**config.mk**
```make
export PLATFORM = sky130hd
export DESIGN_NAME = k_stacks_shared_store_top
export DESIGN_NICKNAME = d
export VERILOG_FILES = /design/src/hdl/kstk_pkg.sv /design/src/hdl/k_stacks_shared_store_top.sv
export SDC_FILE = /design/constraint.sdc
export NUM_CORES = 1
export LEC_CHECK = 0
export BUFFER_PORTS_ARGS = -buffer_cell sky130_fd_sc_hd__buf_2
export CORE_AREA = 2 2 201 352
export DETAILED_ROUTE_END_ITERATION = 10
export DIE_AREA = 0 0 203 354
export GPL_ROUTABILITY_DRIVEN = 0
export PLACE_DENSITY = 0.63
export SYNTH_ARGS = -nofsm -noshare
export SYNTH_HDL_FRONTEND = slang
export SYNTH_SLANG_ARGS = --single-unit
```
**constraint.sdc**
```tcl
create_clock -name clk -period 3.5 [get_ports clk]
set_input_delay 0.7 -clock clk [delete_from_list [all_inputs] [get_ports clk]]
set_output_delay 0.7 -clock clk [all_outputs]
set_load 0.01 [all_outputs]
```
**src/hdl/kstk_pkg.sv**
```systemverilog
// Shared constants, codes and result-word layout for the shared-store stack block.
// No dependencies; every other file refers to this package by scoped names.

package kstk_pkg;

  // Sizes
  localparam int STACK_COUNT = 4;
  localparam int SLOT_COUNT  = 16;

  localparam int STK_IDX_W  = (STACK_COUNT > 1) ? $clog2(STACK_COUNT) : 1;
  localparam int SLOT_IDX_W = (SLOT_COUNT > 1) ? $clog2(SLOT_COUNT) : 1;
  // Link values 0..SLOT_COUNT-1 name a slot, SLOT_COUNT is the null link
  localparam int LINK_W     = $clog2(SLOT_COUNT + 1);

  // Field widths
  localparam int CMD_W    = 1;
  localparam int SID_W    = 2;
  localparam int DATA_W   = 32;
  localparam int STATUS_W = 2;

  localparam logic [LINK_W-1:0] NULL_LINK = LINK_W'(SLOT_COUNT);

  // Operation codes
  localparam logic [CMD_W-1:0] CMD_PUSH = 1'b0;
  localparam logic [CMD_W-1:0] CMD_POP  = 1'b1;

  // Status codes
  localparam logic [STATUS_W-1:0] ST_OK        = 2'd0;
  localparam logic [STATUS_W-1:0] ST_PUSH_FULL = 2'd1;
  localparam logic [STATUS_W-1:0] ST_POP_EMPTY = 2'd2;

  // Value returned by a refused pop (-1)
  localparam logic [DATA_W-1:0] FAIL_VALUE = '1;

  // Stream widths
  localparam int S_TUSER_W = CMD_W + SID_W;
  localparam int M_TUSER_W = STATUS_W + 2;

endpackage

```
**src/hdl/k_stacks_shared_store_top.sv**
```systemverilog
// Top level of the shared-store stack block: request register, one-pass update of
// the free list and stack heads, result register. Depends on kstk_pkg.
//
//  channel  | role   | tdata            | tuser
//  ---------+--------+------------------+----------------------------------------
//  s_*      | in     | value[31:0]      | cmd[0], stack_id[2:1]
//  m_*      | out    | pop_value[31:0]  | status[1:0], store_full[2], stack_empty[3]
//
// One request per cycle sustained while the output is not stalled.
// Each request reads one link entry (a pop also one data entry); a success writes
// the link entry (a push also the data) between request and result register.
// rst (synchronous, active high) empties all stacks and rebuilds the free list
// 0 -> 1 -> ... -> last slot; the data store is not cleared.
// A stalled result holds the result register and the request register; the input
// takes a new request whenever the request register is empty or moving on.

module k_stacks_shared_store_top (
  input  logic                            clk,
  input  logic                            rst,
  input  logic                            s_tvalid,
  output logic                            s_tready,
  input  logic [kstk_pkg::DATA_W-1:0]     s_tdata,   // value
  input  logic [kstk_pkg::S_TUSER_W-1:0]  s_tuser,   // cmd, stack_id
  output logic                            m_tvalid,
  input  logic                            m_tready,
  output logic [kstk_pkg::DATA_W-1:0]     m_tdata,   // pop_value
  output logic [kstk_pkg::M_TUSER_W-1:0]  m_tuser    // status, store_full, stack_empty
);

  // Request register
  logic                             req_valid;
  logic [kstk_pkg::CMD_W-1:0]       req_cmd;
  logic [kstk_pkg::SID_W-1:0]       req_sid;
  logic [kstk_pkg::DATA_W-1:0]      req_value;

  // Stores
  logic [kstk_pkg::DATA_W-1:0]  slot_data [kstk_pkg::SLOT_COUNT];
  logic [kstk_pkg::LINK_W-1:0]  slot_link [kstk_pkg::SLOT_COUNT];
  logic [kstk_pkg::LINK_W-1:0]  stack_top [kstk_pkg::STACK_COUNT];
  logic [kstk_pkg::LINK_W-1:0]  free_head;

  // Step logic
  logic                             advance;
  logic                             step;
  logic                             is_push;
  logic                             sid_ok;
  logic [kstk_pkg::STK_IDX_W-1:0]   sid_idx;
  logic [kstk_pkg::LINK_W-1:0]      top_cur;
  logic                             free_ok;
  logic                             top_ok;
  logic                             op_ok;
  logic [kstk_pkg::LINK_W-1:0]      slot;
  logic [kstk_pkg::SLOT_IDX_W-1:0]  slot_idx;
  logic [kstk_pkg::LINK_W-1:0]      link_rd;
  logic [kstk_pkg::LINK_W-1:0]      free_head_next;
  logic [kstk_pkg::LINK_W-1:0]      top_next;
  logic [kstk_pkg::DATA_W-1:0]      pop_value_next;
  logic [kstk_pkg::STATUS_W-1:0]    status_next;

  // Handshake: the result register frees up when empty or taken
  assign advance  = !m_tvalid || m_tready;
  assign step     = req_valid && advance;
  assign s_tready = !req_valid || advance;

  always_ff @(posedge clk) begin
    if (rst) begin
      req_valid <= 1'b0;
    end else if (s_tready) begin
      req_valid <= s_tvalid;
    end
  end

  always_ff @(posedge clk) begin
    if (s_tready && s_tvalid) begin
      req_cmd   <= s_tuser[kstk_pkg::CMD_W-1:0];
      req_sid   <= s_tuser[kstk_pkg::S_TUSER_W-1:kstk_pkg::CMD_W];
      req_value <= s_tdata;
    end
  end

  // Decode the request and pick the slot it works on
  always_comb begin
    is_push  = (req_cmd == kstk_pkg::CMD_PUSH);
    sid_ok   = (32'(req_sid) < 32'(kstk_pkg::STACK_COUNT));
    sid_idx  = kstk_pkg::STK_IDX_W'(req_sid);
    top_cur  = stack_top[sid_idx];
    free_ok  = (32'(free_head) < 32'(kstk_pkg::SLOT_COUNT));
    top_ok   = (32'(top_cur) < 32'(kstk_pkg::SLOT_COUNT));
    op_ok    = sid_ok && (is_push ? free_ok : top_ok);
    slot     = is_push ? free_head : top_cur;
    slot_idx = kstk_pkg::SLOT_IDX_W'(slot);
    link_rd  = slot_link[slot_idx];
  end

  // Next heads and result fields
  always_comb begin
    free_head_next = free_head;
    top_next       = top_cur;
    pop_value_next = '0;
    status_next    = kstk_pkg::ST_OK;
    if (is_push) begin
      if (op_ok) begin
        free_head_next = link_rd;
        top_next       = slot;
      end else begin
        status_next = kstk_pkg::ST_PUSH_FULL;
      end
    end else begin
      if (op_ok) begin
        free_head_next = slot;
        top_next       = link_rd;
        pop_value_next = slot_data[slot_idx];
      end else begin
        status_next    = kstk_pkg::ST_POP_EMPTY;
        pop_value_next = kstk_pkg::FAIL_VALUE;
      end
    end
  end

  // Link store and heads
  always_ff @(posedge clk) begin
    if (rst) begin
      for (int i = 0; i < kstk_pkg::SLOT_COUNT; i++) begin
        slot_link[i] <= kstk_pkg::LINK_W'(i + 1);
      end
      for (int j = 0; j < kstk_pkg::STACK_COUNT; j++) begin
        stack_top[j] <= kstk_pkg::NULL_LINK;
      end
      free_head <= '0;
    end else if (step && op_ok) begin
      slot_link[slot_idx] <= is_push ? top_cur : free_head;
      stack_top[sid_idx]  <= top_next;
      free_head           <= free_head_next;
    end
  end

  // Data store, written by a successful push
  always_ff @(posedge clk) begin
    if (step && op_ok && is_push) begin
      slot_data[slot_idx] <= req_value;
    end
  end

  // Result register
  always_ff @(posedge clk) begin
    if (rst) begin
      m_tvalid <= 1'b0;
    end else if (advance) begin
      m_tvalid <= req_valid;
    end
  end

  always_ff @(posedge clk) begin
    if (step) begin
      m_tdata <= pop_value_next;
      m_tuser <= {!sid_ok || !(32'(top_next) < 32'(kstk_pkg::SLOT_COUNT)),
                  !(32'(free_head_next) < 32'(kstk_pkg::SLOT_COUNT)),
                  status_next};
    end
  end

endmodule

```
==> results of run 1 <==
==> through the flow <==
stage | hold slack, ns | setup slack (ns) | cell area, um^2
2_1_floorplan | 0.4868 | 0.1449 | 27390
3_3_place_gp | 0.5003 | 0.1026 | 29640
3_5_place_dp | 0.5124 | 0.03152 | 29640
4_1_cts | 0.2306 | 0.01851 | 31410
5_1_grt | 0.2450 | 0.01408 | 31420
6_report | 0.2668 | 0.1482 | 31420
==> worst reg2reg max path: cells and delay by family, from the launching register on <==
kind                   cells  cell delay [ns]
buffers and inverters      3             0.85
flip-flops                 1             0.31
AND/OR/NAND/NOR            1             0.14
multiplexers               1             0.40
AO/OA/AOI/OAI              5             1.50
==> final timing paths <==
kind / slack [ns] / to / depth (start not counted) / from
setup / recovery: 0.15 / stack_top[1][3]$_SDFFCE_PN0P_ / 10 / register
hold / removal: 0.27 / req_value[20]$_DFFE_PP_ / 1 / s_tdata[20]
setup reg to reg: 0.15 / stack_top[1][3]$_SDFFCE_PN0P_ / 10 / register
hold reg to reg: 0.52 / m_tvalid$_SDFFE_PP0P_ / 2 / req_valid$_SDFFE_PP0N_
==> layout by cell type, fill, tap and decap left out, types with 3 or more instances in the layout <==
cell type,n
buf_2,76
nand2b_1,26
or2_2,3
mux2_4,3
mux4_2,103
o21bai_1,3
clkbuf_1,11
buf_4,62
a31o_2,3
or4_1,8
dfxtp_1,8
clkbuf_16,57
nand2_1,229
or3_1,11
nor2_1,92
inv_1,14
nor2b_1,4
buf_12,27
a22oi_1,33
nor3_1,24
o21ai_0,13
a31oi_1,71
nand4_1,4
clkinv_2,13
mux2i_1,20
bufinv_16,4
a211oi_1,5
clkinvlp_4,6
mux2_2,5
o221ai_1,8
clkinv_1,9
edfxtp_1,683
nor4_1,4
and2_1,4
nor2_4,16
a21oi_1,21
nand3_1,75
inv_2,3
==> layout make-up <==
type | count | area (um^2) | area share [%]
multi-input combinational | 828 | 6375 | 20.29
sequential | 692 | 20690 | 65.85
tap | 910 | 1139 | 3.624
timing repair buffer | 165 | 1386 | 4.412
clock buffer | 68 | 1468 | 4.671
inverter | 17 | 63.81 | 0.2031
clock inverter | 36 | 299.0 | 0.9517
==> layer usage <==
| metal | GRT usage [%] | part of all wire, % |
|---|---|---|
| met5 | 0 | 0 |
| met4 | 8.993 | 4.7 |
| met3 | 2.264 | 5.8 |
| met2 | 35.07 | 53 |
| met1 | 22.59 | 36 |
==> cells by family (layout without fill, tap and decap cells) <==
| family | after synthesis | after routing | synth area share, % |
|---|---|---|---|
| simple gates | 505 | 505 | 8.068 |
| flops | 692 | 692 | 75.55 |
| mux | 132 | 132 | 9.622 |
| buf+inv | 114 | 286 | 1.754 |
| compound gates | 191 | 191 | 5.007 |
==> repair_timing <==
action,in CTS,in global routing
gates resized for setup,0,3
setup endpoints to repair,0,12
setup buffers,0,0
hold endpoints to repair,0,0
==> registers in the layout (all words and copies together) (netlist names), named ones only <==
signal / flops
req_sid: 2
free_head: 5
m_tuser: 4
slot_link: 80
req_cmd: 1
slot_data: 512
req_value: 32
m_tvalid: 1
stack_top: 20
m_tdata: 32
req_valid: 1
==> report_power, final <==
part           switching, W  internal (W)
Combinational      0.000879      0.000543
Clock               0.00288       0.00329
Sequential         0.000129       0.00923
Total               0.00389        0.0131
==> impl_metrics.ini, run 1 <==
[global_routing]
overflow = 0
grt_antenna_before_repair = 1
grt_pass1_vias = 16112
grt_max_degree = 68
grt_pass1_wl_um = 102200
grt_util_all_layers_pct = 19.27

[layout]
instances_no_fill = 2716
fin_util_pct = 45.52
syn2layout_area_growth_pct = 14.73
nFillCells = 5858
nets = 1800
num_antenna_cells = 0
drive_gt1_share_pct = 22.20

[pwr]
power_w = 0.01696
p_per_area_mw_per_mm2 = 539.8
leakage_nw = 9.895
ir_worst_vdd_uv = 413.0

[timing]
post-route-period-util_pct = 95.77
hold_viol = 0
rsz0062_at_grt = false
max_freq_mhz = 298.3
slew_violations = 0
layout_min_cycle_time_ns = 3.352
setup_tns_ns = 0
relSlewSlack_pct = 37.60
worstMarginPinSlew_ns = 0.9360
skew_ns = 0.01502
setup_viol = 0

[synth]
synth.net_count = 1673
yosys-top-cells-area = edfxtp_1 75%, mux4_2 8.5%, nand2_1 3.1%
yosysMostFrequentCell = edfxtp_1
yosys_warnings = 0
synth_top_area_cell = edfxtp_1
async_flop_share_pct = 0
avgSynthCellArea_um2 = 16.76
ys_types = 62
synth_edf_count = 683
yosysTopAreaCellShare_pct = 74.89
netlist_area_mm2 = 0.02739
ys_top_cells_by_count = 683 x edfxtp_1, 229 x nand2_1, 108 x nor2_1
synth_cells = 1634
yosys_register_bits = 692
synthFlopType = edfxtp_1
synth_seq_area_share_pct = 75.55

[drt]
wl_um = 69010
viasPerCell = 5.697
drcViolationCount = 0
vias = 15474
first_pass_iters = 5
post_drt_wl_per_cell_um = 25.41
drt-initial-drc-count = 1534
ant_nets = 0

[clock_tree]
cts.sinks = 692
clk_path_buf_depth = 3
cts_root_buffer = clkbuf_16
cts_tree = built
cts_made_buffers = 57
htree_num_levels = 2
clk_pin_slew_ns = 0.07
postCtsHoldBufs = 0
clk_latency_ns = 0.61

[critical_path]
crit_path_end_kind = register
critPathKind = reg2reg
crit_family = compound AO/OA/AOI/OAI gates
crit_slowest_cell = a221oi_4
crit_arrival_ns = 3.80
critical_path.cell_chain = buf_4 > mux2_4 > a221oi_4 > buf_4 > buf_4 > a21oi_1 > a221o_1 > nand4_1 > a21oi_1 > a21oi_1
startpoint_type = register
crit_path_max_fanout = 18
critPathRequiredTime_ns = 3.95
cp_num_buf_inv = 3
critPathMaxStageDelay_ns = 0.65

[floorplan]
coreArea_mm2 = 0.06903
io_pins = 77
dieHeight_um = 354
rows = 128
start_util_pct = 39.68
die_width_um = 203
die_area_mm2 = 0.07186

[placed_design]
port_buffers = 76
dp.cells = 2612
hpwl_um = 41670

[flow_run]
cap_violations = 0

[outcome]
status = finished clean

[hold_path]
min_path_type = in2reg
(Power assumes the default switching activity.)
==> run 2, diff against run 1 <==
--- a/config.mk
+++ b/config.mk
@@ -5,7 +5,7 @@
 export SDC_FILE = /design/constraint.sdc
 export NUM_CORES = 1
 export LEC_CHECK = 0
-export BUFFER_PORTS_ARGS = -buffer_cell sky130_fd_sc_hd__buf_2
+export BUFFER_PORTS_ARGS = -buffer_cell sky130_fd_sc_hd__buf_4
 export CORE_AREA = 2 2 201 352
 export DETAILED_ROUTE_END_ITERATION = 10
 export DIE_AREA = 0 0 203 354
==> run 2 against run 1 <==
- highest routed layer unchanged
- first-iteration DRC count grew 3.9%
- worst setup slack worse by 0.0058 ns
- via count grew 0.16%
- worst hold slack worse by 0.011 ns
- critical path type unchanged
- critical endpoint is now stack_top[0][1]$_SDFFCE_PN0P_
- count of clock-buffer cells in the layout increased by 4
- wire length up 2.8%
- register-to-register slack about the same
==> impl_metrics.ini, run 2 (synthesis gave the netlist of run 1 again) <==
[clock_tree]
postCtsHoldBufs = 0
clk_latency_ns = 0.62
htree_num_levels = 2
clk_pin_slew_ns = 0.07
post-cts-setup-buffer-count = 0
cts_resized = 0
cts.sinks = 692
cts_root_buffer = clkbuf_16
cts_made_buffers = 58
cts_tree = built
clk_path_buf_depth = 3

[layout]
largest_register = slot_data
final_common_cell = edfxtp_1
largest_register_ffs = 512
num_antenna_cells = 0
final_cell_mix = 683 x edfxtp_1, 229 x nand2_1, 145 x buf_4
syn2layout_area_growth_pct = 15.66
drive_gt1_share_pct = 22.09
nets = 1806
top_regs = slot_data x512, slot_link x80

[floorplan]
io_pins = 77
die_width_um = 203
rows = 128
start_util_pct = 39.68
coreArea_mm2 = 0.06903
dieHeight_um = 354
die_area_mm2 = 0.07186

[timing]
setup_tns_ns = 0
rsz0062_at_grt = false
worstMarginPinSlew_ns = 0.9594
skew_ns = 0.01812
relSlewSlack_pct = 35.89
slew_violations = 0
post-route-period-util_pct = 95.93
max_freq_mhz = 297.8
hold_viol = 0
setup_viol = 0
layout_min_cycle_time_ns = 3.358

[placed_design]
port_buffers = 76
hpwl_um = 42970

[critical_path]
crit_family = compound AO/OA/AOI/OAI gates
crit_path_max_fanout = 15
crit_arrival_ns = 3.82
crit_top_cell = buf_4
critPathMaxStageDelay_ns = 0.63
cp_num_buf_inv = 2
critPathRequiredTime_ns = 3.97
startpoint_type = register
critPathKind = reg2reg
crit_slowest_cell = a2111oi_2
critical_path.cell_chain = buf_4 > and2_1 > a221oi_4 > buf_4 > mux2_2 > a2111oi_2 > o21ai_1 > nor2_1
crit_path_end_kind = register

[outcome]
status = finished clean

[hold_path]
min_path_type = in2reg

[drt]
first_pass_iters = 7
viasPerCell = 5.688
vias = 15499
post_drt_wl_per_cell_um = 26.04
wl_um = 70970
drcViolationCount = 0
ant_nets = 0
drt-initial-drc-count = 1594

[global_routing]
grt_pass1_wl_um = 104400
overflow = 0
grt_util_all_layers_pct = 19.72
grt_antenna_before_repair = 0
grt_pass1_vias = 16102
grt_max_degree = 63

[pwr]
power_w = 0.01712
p_per_area_mw_per_mm2 = 540.4
ir_worst_vdd_uv = 419.9
leakage_nw = 10.01

[flow_run]
cap_violations = 0
run 2: where the power goes:
group	internal, W	switching, W	total [W]	leakage (nW)
clock network	0.00339	0.00291	0.00630	0.892
logic	0.000568	0.000877	0.00144	2.85
registers	0.00923	0.000138	0.00937	6.27
total	0.0132	0.00392	0.0171	10.0
run 2: layer usage:
metal / global-route usage, % / share of wire (%)
met3: 2.513 / 5.6
met2: 35.55 / 53
met5: 0 / 0
met4: 9.752 / 4.7
met1: 23.05 / 36
run 2: stage by stage:
stage               utilization, %  std cells  hold WS (ns)  instance area [um^2]  worst slack (ns)
floorplan                        -       1634        0.4868                 27390            0.1449
global placement             43.20       2616        0.5093                 29820            0.1726
detailed placement           43.20       2616        0.5144                 29820           0.08918
CTS                          45.83       2724        0.2283                 31640           0.04918
global route                 45.89       2725        0.2350                 31680          0.009723
finish                       45.89       2725        0.2557                 31680            0.1425
run 2: path summary, 6_finish.rpt:
kind,startpoint,cells after the start,endpoint,slack (ns)
worst max-delay path,req_cmd$_DFFE_PP_,8,stack_top[0][1]$_SDFFCE_PN0P_,0.14
worst min-delay path,s_tdata[30],1,req_value[30]$_DFFE_PP_,0.26
worst max register to register,req_cmd$_DFFE_PP_,8,stack_top[0][1]$_SDFFCE_PN0P_,0.14
worst min register to register,req_valid$_SDFFE_PP0N_,2,m_tvalid$_SDFFE_PP0P_,0.52
run 2: final cells by class:
class                           count  area [um^2]
Fill cell                        5833        37350
Sequential cell                   692        20690
Multi-Input combinational cell    828         6366
Timing Repair Buffer              170         1602
Clock buffer                       72         1568
Tap cell                          910         1139
Clock inverter                     36        246.5
Inverter                           17        63.81
==> run 3, diff against run 2 <==
--- a/config.mk
+++ b/config.mk
@@ -5,12 +5,14 @@
 export SDC_FILE = /design/constraint.sdc
 export NUM_CORES = 1
 export LEC_CHECK = 0
+export ABC_AREA = 1
 export BUFFER_PORTS_ARGS = -buffer_cell sky130_fd_sc_hd__buf_4
-export CORE_AREA = 2 2 201 352
+export CORE_AREA = 2 2 202 354
 export DETAILED_ROUTE_END_ITERATION = 10
-export DIE_AREA = 0 0 203 354
+export DIE_AREA = 0 0 204 356
 export GPL_ROUTABILITY_DRIVEN = 0
 export PLACE_DENSITY = 0.63
+export RECOVER_POWER = 25
 export SYNTH_ARGS = -nofsm -noshare
 export SYNTH_HDL_FRONTEND = slang
 export SYNTH_SLANG_ARGS = --single-unit
==> run 3 against run 2 <==
- count of clock-buffer cells in the layout increased by 2
- clock power up 6.2%
- sequential power barely moved
- highest routed layer unchanged
- synthesized cell count up 40%
- first-iteration DRC count fell by 5.3%
- critical path type unchanged
- wire length up 1.7%
- power rose by 3.3%
==> impl_metrics.ini, run 3 <==
[floorplan]
coreArea_mm2 = 0.07005
rows = 129
die_area_mm2 = 0.07262
start_util_pct = 39.54
dieHeight_um = 356
io_pins = 77
die_width_um = 204

[layout]
syn2layout_area_growth_pct = 13.93
final_design_area_no_fill_mm2 = 0.03156
fin_util_pct = 45.05
final_common_cell = nand2_1
largest_register = slot_data
largest_register_ffs = 512
drive_gt1_share_pct = 12.03
final_cell_mix = 836 x nand2_1, 683 x edfxtp_1, 183 x nand3_1
nets = 2403
top_regs = slot_data x512, slot_link x80
num_antenna_cells = 0

[synth]
yosys_register_bits = 692
yosys-top-cells-area = edfxtp_1 74%, nand2_1 11%, nand3_1 3.3%
avgSynthCellArea_um2 = 12.11
synth_seq_area_share_pct = 74.69
synth_top_area_cell = edfxtp_1
yosysMostFrequentCell = nand2_1
netlist_area_mm2 = 0.02770
synthFlopType = edfxtp_1
synth_cells = 2288
yosysTopAreaCellShare_pct = 74.04
synth_edf_count = 683
synth.net_count = 2327
async_flop_share_pct = 0
ys_top_cells_by_count = 836 x nand2_1, 683 x edfxtp_1, 183 x nand3_1
ys_types = 30
yosys_warnings = 0

[critical_path]
cp.depth = 13
r2r-end = m_tdata[10]$_SDFFCE_PN0P_
crit_slowest_cell = buf_4
startpoint_type = register
crit_family = simple AND/OR/NAND/NOR gates
rrSetupSlack_ns = 0.50
critical_path.cell_chain = inv_2 > nand2_1 > nand3_1 > nand2_1 > nand2_2 > nand2_4 > buf_4 > nand3_1 > nand4_1 > nand2_1 > nand3_1 > nor2_1 > nor2_1
cp_num_buf_inv = 2
crit_end = m_tdata[10]$_SDFFCE_PN0P_
critPathRequiredTime_ns = 3.94
crit_arrival_ns = 3.45
critPathKind = reg2reg
crit_path_max_fanout = 56
reg2regPathDepth = 13
critPathMaxStageDelay_ns = 0.66
crit_path_end_kind = register

[timing]
max_freq_mhz = 333.0
rsz0062_at_grt = false
setup_viol = 0
worstMarginPinSlew_ns = 1.190
post-route-period-util_pct = 85.80
layout_min_cycle_time_ns = 3.003
hold_viol = 0
holdWs_ns = 0.2627
relSlewSlack_pct = 20.65
setup_tns_ns = 0
skew_ns = 0.03068
slew_violations = 0

[pwr]
cellInternalPower_w = 0.01342
switching_share_pct = 24.04
leakage_nw = 11.14
pwr-share-seq_pct = 53.1
combPwrFrac_pct = 9.0
p_sw_w = 0.004249
p_per_area_mw_per_mm2 = 560.0
clockPowerShare_pct = 37.9
ir_worst_vdd_uv = 375.5

[hold_path]
min_path_type = in2reg
min_delay_path_depth = 2

[drt]
first_pass_iters = 7
viasPerCell = 5.335
post_drt_wl_per_cell_um = 21.69
drt-initial-drc-count = 1509
wl_um = 72170
ant_nets = 0
drcViolationCount = 0
vias = 17755

[clock_tree]
cts_made_buffers = 60
cts_tree = built
clk_path_buf_depth = 3
cts_resized = 0
cts.sinks = 692
clk_latency_ns = 0.63
post-cts-setup-buffer-count = 0
htree_num_levels = 2
clk_pin_slew_ns = 0.07
postCtsHoldBufs = 0
cts_root_buffer = clkbuf_16

[placed_design]
hpwl_um = 40500
port_buffers = 76
dpl_cell_area_mm2 = 0.02961

[global_routing]
grt_pass1_vias = 18074
overflow = 0
grt_max_degree = 129
grt_antenna_before_repair = 0
grt_util_all_layers_pct = 19.66
grt_pass1_wl_um = 106800

[outcome]
status = finished clean

[flow_run]
cap_violations = 0
## run 3: cell count changes in the layout (fill, tap and decap cells not counted), sizes merged, moves of 34 or more
cell and delta:
nand3 +109, a31oi -71, nand4 +125, inv +81, clkbuf +36, nand2 +615, mux4 -103, buf -73
nor2 +34
## run 3: routing by layer
metal	wire, um	track usage (%)	vias to the layer above	part of all wire [%]
li1	-	-	8088	-
met1	26240	21.76	8791	36
met2	38110	36.47	672	53
met3	4018	2.387	204	5.6
met4	3805	10.48	0	5.3
met5	0	0	-	0
## run 3: cell type report
type,instances,area (um^2)
multi-input combinational,1379,6212
sequential,692,20690
tap,917,1147
fill,6344,38490
clock buffer,74,1584
clock inverter,35,374.1
timing repair buffer,131,1169
inverter,100,381.6
## run 3: how the worst min path moves through the flow
stage                              startpoint                   endpoint
floorplan           free_head[2]$_SDFFE_PP0P_  free_head[2]$_SDFFE_PP0P_
global placement    free_head[2]$_SDFFE_PP0P_  free_head[2]$_SDFFE_PP0P_
detailed placement  free_head[2]$_SDFFE_PP0P_  free_head[2]$_SDFFE_PP0P_
CTS                               s_tdata[24]    req_value[24]$_DFFE_PP_
global route                      s_tdata[24]    req_value[24]$_DFFE_PP_
finish                                    rst      m_tvalid$_SDFFE_PP0P_
## run 3: stage by stage
stage | worst slack [ns] | power (W) | instances
6_report | 0.4971 | 0.01767 | 3328
5_1_grt | 0.2952 | 0.01821 | 3328
4_1_cts | 0.5296 | 0.01777 | 3328
3_5_place_dp | 0.5808 | 0.01116 | 3219
3_3_place_gp | 0.6614 | 0.01114 | 3219
2_1_floorplan | 0.03098 | 0.01055 | 2288
## run 3: kinds of logic after synthesis
kind of cell	share of synthesized area, %
AOI/OAI and AO/OA	0.8267
buffers and inverters	3.600
and+or+nand+nor	20.88
DFF	74.69
## run 3: power groups by stage
stage                     Sequential (W)  Clock, W  Combinational [W]
after floorplan                  0.00952         0            0.00103
after global placement           0.00956         0            0.00157
after detailed placement         0.00957         0            0.00159
after CTS                        0.00939   0.00678            0.00159
after global routing             0.00940   0.00708            0.00173
final                            0.00939   0.00669            0.00159
